## src/rtl/wes_pkg.sv

```systemverilog
package wes_pkg;

  localparam int NUM_SLOTS  = 4;
  localparam int WHEELS_DEF = 4;
  localparam int CNT_W      = 16;
  localparam int SPD_W      = 32;
  localparam int CFG_IDX_W  = 2;
  localparam int CFG_DATA_W = 24;

  localparam logic [CFG_IDX_W-1:0] CFG_DIR_INV  = 2'd0;
  localparam logic [CFG_IDX_W-1:0] CFG_WIN_TICK = 2'd1;
  localparam logic [CFG_IDX_W-1:0] CFG_RPM_SCL  = 2'd2;
  localparam logic [CFG_IDX_W-1:0] CFG_ALPHA    = 2'd3;

  localparam logic [3:0]  DIR_INV_RST  = 4'd0;
  localparam logic [7:0]  WIN_TICK_RST = 8'd10;
  localparam logic [23:0] RPM_SCL_RST  = 24'd297891;
  localparam logic [16:0] ALPHA_RST    = 17'd16384;
  localparam logic [16:0] ALPHA_ONE    = 17'd65536;

  typedef struct packed {
    logic load;
    logic acc;
    logic mul1;
    logic diff;
    logic mul2;
    logic upd;
    logic out_load;
  } wes_cmd_t;

  typedef struct packed {
    logic close;
  } wes_sts_t;

endpackage

```

## src/rtl/wes_ctrl.sv

```systemverilog
module wes_ctrl #(
  parameter int WHEELS = wes_pkg::WHEELS_DEF,
  parameter int WW     = (WHEELS > 1) ? $clog2(WHEELS) : 1
) (
  input  logic              clk,
  input  logic              rst_n,
  input  logic              in_valid,
  input  logic              in_mode,
  output logic              in_ready,
  output logic              out_valid,
  input  logic              out_ready,
  input  wes_pkg::wes_sts_t sts,
  output wes_pkg::wes_cmd_t cmd,
  output logic [WW-1:0]     wheel
);
  import wes_pkg::*;

  typedef enum logic [6:0] {
    S_IDLE = 7'b0000001,
    S_ACC  = 7'b0000010,
    S_MUL1 = 7'b0000100,
    S_DIFF = 7'b0001000,
    S_MUL2 = 7'b0010000,
    S_UPD  = 7'b0100000,
    S_OUT  = 7'b1000000
  } state_t;

  localparam logic [WW-1:0] LAST_WHEEL = WW'(WHEELS - 1);

  state_t        state_r, state_nxt;
  logic [WW-1:0] wheel_r, wheel_nxt;
  logic          out_valid_r, out_valid_nxt;
  logic          out_free;
  logic          last_wheel;

  assign out_free   = !out_valid_r || out_ready;
  assign last_wheel = (wheel_r == LAST_WHEEL);

  always_comb begin
    state_nxt = state_r;
    wheel_nxt = wheel_r;
    cmd       = '0;
    unique case (state_r)
      S_IDLE: begin
        if (in_valid) begin
          cmd.load  = 1'b1;
          wheel_nxt = '0;
          state_nxt = in_mode ? S_OUT : S_ACC;
        end
      end
      S_ACC: begin
        cmd.acc = 1'b1;
        if (last_wheel) begin
          wheel_nxt = '0;
          state_nxt = sts.close ? S_MUL1 : S_OUT;
        end else begin
          wheel_nxt = wheel_r + WW'(1);
        end
      end
      S_MUL1: begin
        cmd.mul1  = 1'b1;
        state_nxt = S_DIFF;
      end
      S_DIFF: begin
        cmd.diff  = 1'b1;
        state_nxt = S_MUL2;
      end
      S_MUL2: begin
        cmd.mul2  = 1'b1;
        state_nxt = S_UPD;
      end
      S_UPD: begin
        cmd.upd = 1'b1;
        if (last_wheel) begin
          wheel_nxt = '0;
          state_nxt = S_OUT;
        end else begin
          wheel_nxt = wheel_r + WW'(1);
          state_nxt = S_MUL1;
        end
      end
      S_OUT: begin
        if (out_free) begin
          cmd.out_load = 1'b1;
          state_nxt    = S_IDLE;
        end
      end
      default: state_nxt = S_IDLE;
    endcase
  end

  always_comb begin
    out_valid_nxt = out_valid_r;
    if (out_valid_r && out_ready) out_valid_nxt = 1'b0;
    if (cmd.out_load) out_valid_nxt = 1'b1;
  end

  always_ff @(posedge clk) begin
    if (!rst_n) begin
      state_r     <= S_IDLE;
      wheel_r     <= '0;
      out_valid_r <= 1'b0;
    end else begin
      state_r     <= state_nxt;
      wheel_r     <= wheel_nxt;
      out_valid_r <= out_valid_nxt;
    end
  end

  assign in_ready  = (state_r == S_IDLE);
  assign out_valid = out_valid_r;
  assign wheel     = wheel_r;

endmodule

```

## config.mk

```make
export PLATFORM = sky130hd
export DESIGN_NAME = wes_ctrl
export DESIGN_NICKNAME = d
export VERILOG_FILES = /design/src/rtl/wes_pkg.sv /design/src/rtl/wes_ctrl.sv
export SDC_FILE = /design/constraint.sdc
export NUM_CORES = 1
export LEC_CHECK = 0
export ABC_AREA = 1
export BUFFER_PORTS_ARGS = -buffer_cell sky130_fd_sc_hd__buf_2
export CORE_MARGIN = 3
export CORE_UTILIZATION = 50
export DETAILED_ROUTE_END_ITERATION = 8
export PLACE_DENSITY = 0.76
export SETUP_SLACK_MARGIN = 0.1
export SLEW_MARGIN = 20
export SYNTH_ARGS = -nofsm -noshare
export SYNTH_HDL_FRONTEND = slang
export SYNTH_SLANG_ARGS = --single-unit
export TNS_END_PERCENT = 20
```

## constraint.sdc

```tcl
create_clock -name clk -period 1.3 [get_ports clk]
set_clock_uncertainty 0.05 [all_clocks]
set_input_delay 0.065 -clock clk [delete_from_list [all_inputs] [get_ports clk]]
set_output_delay 0.065 -clock clk [all_outputs]
set_load 0.03 [all_outputs]
```

==> reports/qor.tcl <==
set qor(overall_die_area_mm2) 0.00181
set qor(synth_cell_type_count) 19
set qor(detail_route.drc_violations) 0
set qor(placement.io_buffers) 16
set qor(layout.cell_area.non_filler_um2) 932
set qor(achievable-frequency_mhz) 725
set qor(row_count) 12
set qor(clkLatencyLatePin_ns) 0.26
set qor(path_max_fanout) 6
set qor(slew_viol_final) 0
set qor(clock_tree_from_tritoncts) {done}
set qor(totalWireLength_um) 1640
set qor(period_needed_ns) 1.38
set qor(grt_util_all_layers_pct) 19.5
set qor(detailedRoute.firstPassIterationCount) 4
set qor(cp_top_family) {simple AND/OR/NAND/NOR gates}
set qor(synth_area_um2) 668
set qor(rr_worst_depth) 9
set qor(crit_path_top_delay_cell) {sky130_fd_sc_hd__dfxtp_2}
set qor(area_share_of_the_largest_cell_type_after_synthesis_pct) 30.0
set qor(clock_root_buffer) {sky130_fd_sc_hd__clkbuf_4}
set qor(floorplan.initialDensity_pct) 57.1
set qor(holdCritPathClass) {in -> reg}
set qor(grt_overflow_total) 0
set qor(run_status) {finished, violations left}
set qor(postSynthNetCount) 103
set qor(dominantRegCellSynth) {sky130_fd_sc_hd__dfxtp_1}
set qor(chipHeight_um) 42.6
set qor(critical_path.max_stage_delay_ns) 0.35
set qor(tightest_slew_ns) 0.313
set qor(postRouteAntennaNets) 0
set qor(unrepaired_setup_endpoints_after_global_routing) {true}
set qor(post_synth_inst_count) 96
set qor(vias) 676
set qor(violations) {setup timing}
set qor(power_density_cells_mw_per_mm2) 918
set qor(synth_sequential_area_ratio_pct) 30.0
set qor(regToRegSetupSlack_ns) -0.06
set qor(timing.final.crit_share_pct) 106
set qor(tns_ns) -0.476
set qor(crit_arrival_ns) 1.26
set qor(globalplace.congestion) 0.825
set qor(grt_pass1_vias) 652
set qor(yosys_register_bits) 10
set qor(total_clock_buffers_created_by_cts) 3
set qor(timing.hold.worst_endpoint) {state_r[1]}
set qor(pin_count) 17
set qor(layout_overhead_on_the_synthesized_area_pct) 39.5
set qor(numClockSinks) 10
set qor(min-delay-start) {in_mode}
set qor(synth_most_common_cell) {sky130_fd_sc_hd__nand2_1}
set qor(crit_path_cell_trace) {inv_2 > nand2_2 > nor2_4 > nand2_4 > nor2_4 > buf_6}
set qor(post_synth_most_frequent_cells) {sky130_fd_sc_hd__nand2_1 (16), sky130_fd_sc_hd__nor2_1 (15), sky130_fd_sc_hd__inv_1 (12), sky130_fd_sc_hd__dfxtp_1 (10), sky130_fd_sc_hd__nand3_1 (9)}
set qor(pre_cts_ws_ns) 0.0406
set qor(antenna_found_initial) 0
set qor(initialDrtViolationCount) 12
set qor(worstPathBufferInverterCount) 2
set qor(antenna_cells) 0
set qor(chipWidth_um) 42.6
set qor(placement.cell_area_um2) 785
set qor(clk_slew_on_worst_s_h_paths_ns) 0.07
set qor(hold-path-cell-count) 4
set qor(area_leader_netlist) {sky130_fd_sc_hd__dfxtp_1}
set qor(dpl.hpwl_um) 1230
set qor(ys_top_cells_by_area) {sky130_fd_sc_hd__dfxtp_1 (30%), sky130_fd_sc_hd__nand2_1 (9.0%), sky130_fd_sc_hd__nor2_1 (8.4%), sky130_fd_sc_hd__nor2_4 (8.4%), sky130_fd_sc_hd__nand3_1 (6.7%)}
set qor(grt_first_pass_wirelength_um) 2720
set qor(h-tree-depth) 1
set qor(number_of_flops_mapped_to_enable_cells_by_yosys) 0
set qor(synth_warnings) 0
set qor(async_reset_ff_share_pct) 0
set qor(max-vdd-ir-drop_uv) 929
set qor(report.power.total_uw) 856
set qor(worst_path_most_repeated_cell) {sky130_fd_sc_hd__nor2_4}
set qor(worst_ep_required_time_ns) 1.19
set qor(setup_viol_count_final) 10
set qor(timing.slew.headroom_pct) 78.9
set qor(timing_worst_setup_path_type) {reg -> out}
set qor(avgSynthCellArea_um2) 6.96
set qor(critical_path_end_type) {output port}
set qor(grt_start_max_net_pins) 7
set qor(worstReg2RegStart) {state_r[6]}
set qor(design.core.area_mm2) 0.00117
set qor(p_leak_nw) 0.475
set qor(postLayoutSetupSlackWorst_ns) -0.0796
set qor(final_hold_viol_count) 0
set qor(average_vias_per_placed_instance) 4.93
set qor(crit_path_start_kind) {flip-flop}
set qor(ctsLongestPathBuffers) 2
set qor(design.final.nets) 132
set qor(worstReg2RegEnd) {state_r[0]}
set qor(drive_above_1_share_pct) 54.5
set qor(wl_per_instance_um) 11.9
set qor(max_cap_viol_count) 0
==> per-layer routing <==
layer | routed length (um) | track usage (%) | up-vias
met5 | 0 | 0 | -
met4 | 9 | 4.97 | 0
met3 | 71 | 5.15 | 3
met2 | 870 | 33.7 | 18
met1 | 685 | 23.6 | 309
li1 | - | - | 346
==> cell type report <==
cell class	instances	area, um2
Clock buffer	3	22.5
Fill cell	81	239
Inverter	19	71.3
Multi-Input combinational cell	66	412
Sequential cell	10	209
Tap cell	14	17.5
Timing Repair Buffer	25	200
==> placed cells by master, fill, tap and decap left out, types with 2 or more instances in the layout <==
| cell | n |
|---|---|
| sky130_fd_sc_hd__a21oi_1 | 3 |
| sky130_fd_sc_hd__buf_2 | 8 |
| sky130_fd_sc_hd__buf_4 | 8 |
| sky130_fd_sc_hd__buf_6 | 8 |
| sky130_fd_sc_hd__clkbuf_4 | 3 |
| sky130_fd_sc_hd__dfxtp_1 | 3 |
| sky130_fd_sc_hd__dfxtp_2 | 7 |
| sky130_fd_sc_hd__inv_1 | 10 |
| sky130_fd_sc_hd__inv_2 | 8 |
| sky130_fd_sc_hd__nand2_1 | 16 |
| sky130_fd_sc_hd__nand2_2 | 5 |
| sky130_fd_sc_hd__nand2_4 | 2 |
| sky130_fd_sc_hd__nand3_1 | 7 |
| sky130_fd_sc_hd__nand3_2 | 5 |
| sky130_fd_sc_hd__nor2_1 | 12 |
| sky130_fd_sc_hd__nor2_2 | 5 |
| sky130_fd_sc_hd__nor2_4 | 6 |
==> cells by family after synthesis <==
group,synth area share (%)
and+or+nand+nor,51.9
buffers and inverters,11.8
adders and majority gates,1.87
AOI/OAI and AO/OA,4.49
DFF,30.0
==> sequential cells by signal (all words and copies together), names as in the netlist <==
| signal | count |
|---|---|
| wheel | 2 |
| out_valid | 1 |
| state_r | 7 |
==> metrics by stage <==
stage                     hold WS (ns)  cells  utilization, %
after global routing            0.0727    137            79.6
after CTS                       0.0423    135            76.8
final                           0.0509    137            79.6
after detailed placement         0.226    127            67.0
after global placement           0.219    127            67.0
after floorplan                 0.0991     96               -
==> worst reg2reg max path: stages, from the launching register on <==
cell,delay [ns]
sky130_fd_sc_hd__dfxtp_2,0.35
sky130_fd_sc_hd__inv_2,0.06
sky130_fd_sc_hd__nand2_2,0.06
sky130_fd_sc_hd__nor2_4,0.19
sky130_fd_sc_hd__nand2_4,0.10
sky130_fd_sc_hd__buf_4,0.15
sky130_fd_sc_hd__nor2_4,0.13
sky130_fd_sc_hd__nor2_4,0.06
sky130_fd_sc_hd__nand2_1,0.06
sky130_fd_sc_hd__nand3_1,0.05
==> how the worst max path moves through the flow <==
stage | slack, ns | end | cells past startpoint | start
6_report | -0.08 | cmd[6] | 6 | state_r[6]
5_1_grt | -0.15 | state_r[6] | 9 | state_r[4]
4_1_cts | -0.11 | cmd[6] | 6 | state_r[4]
3_5_place_dp | 0.04 | state_r[0] | 7 | state_r[6]
3_3_place_gp | 0.06 | state_r[5] | 5 | state_r[0]
2_1_floorplan | 0.06 | wheel[0] | 8 | state_r[4]
==> where the power goes <==
group          total, mW  switching [mW]  internal [mW]  leakage (nW)
clock              0.213           0.106          0.107        0.0138
sequential         0.331          0.0115          0.320        0.0846
combinational      0.312           0.184          0.128         0.376
==> timing repair <==
item | CTS | global route
pin swaps | 4 | 5
resized for setup | 18 | 8
endpoints found under the setup margin | 13 | 15
setup buffers | 4 | 2
hold buffers | 1 | 0
hold endpoints to repair | 1 | 0
(Power assumes the default switching activity.)
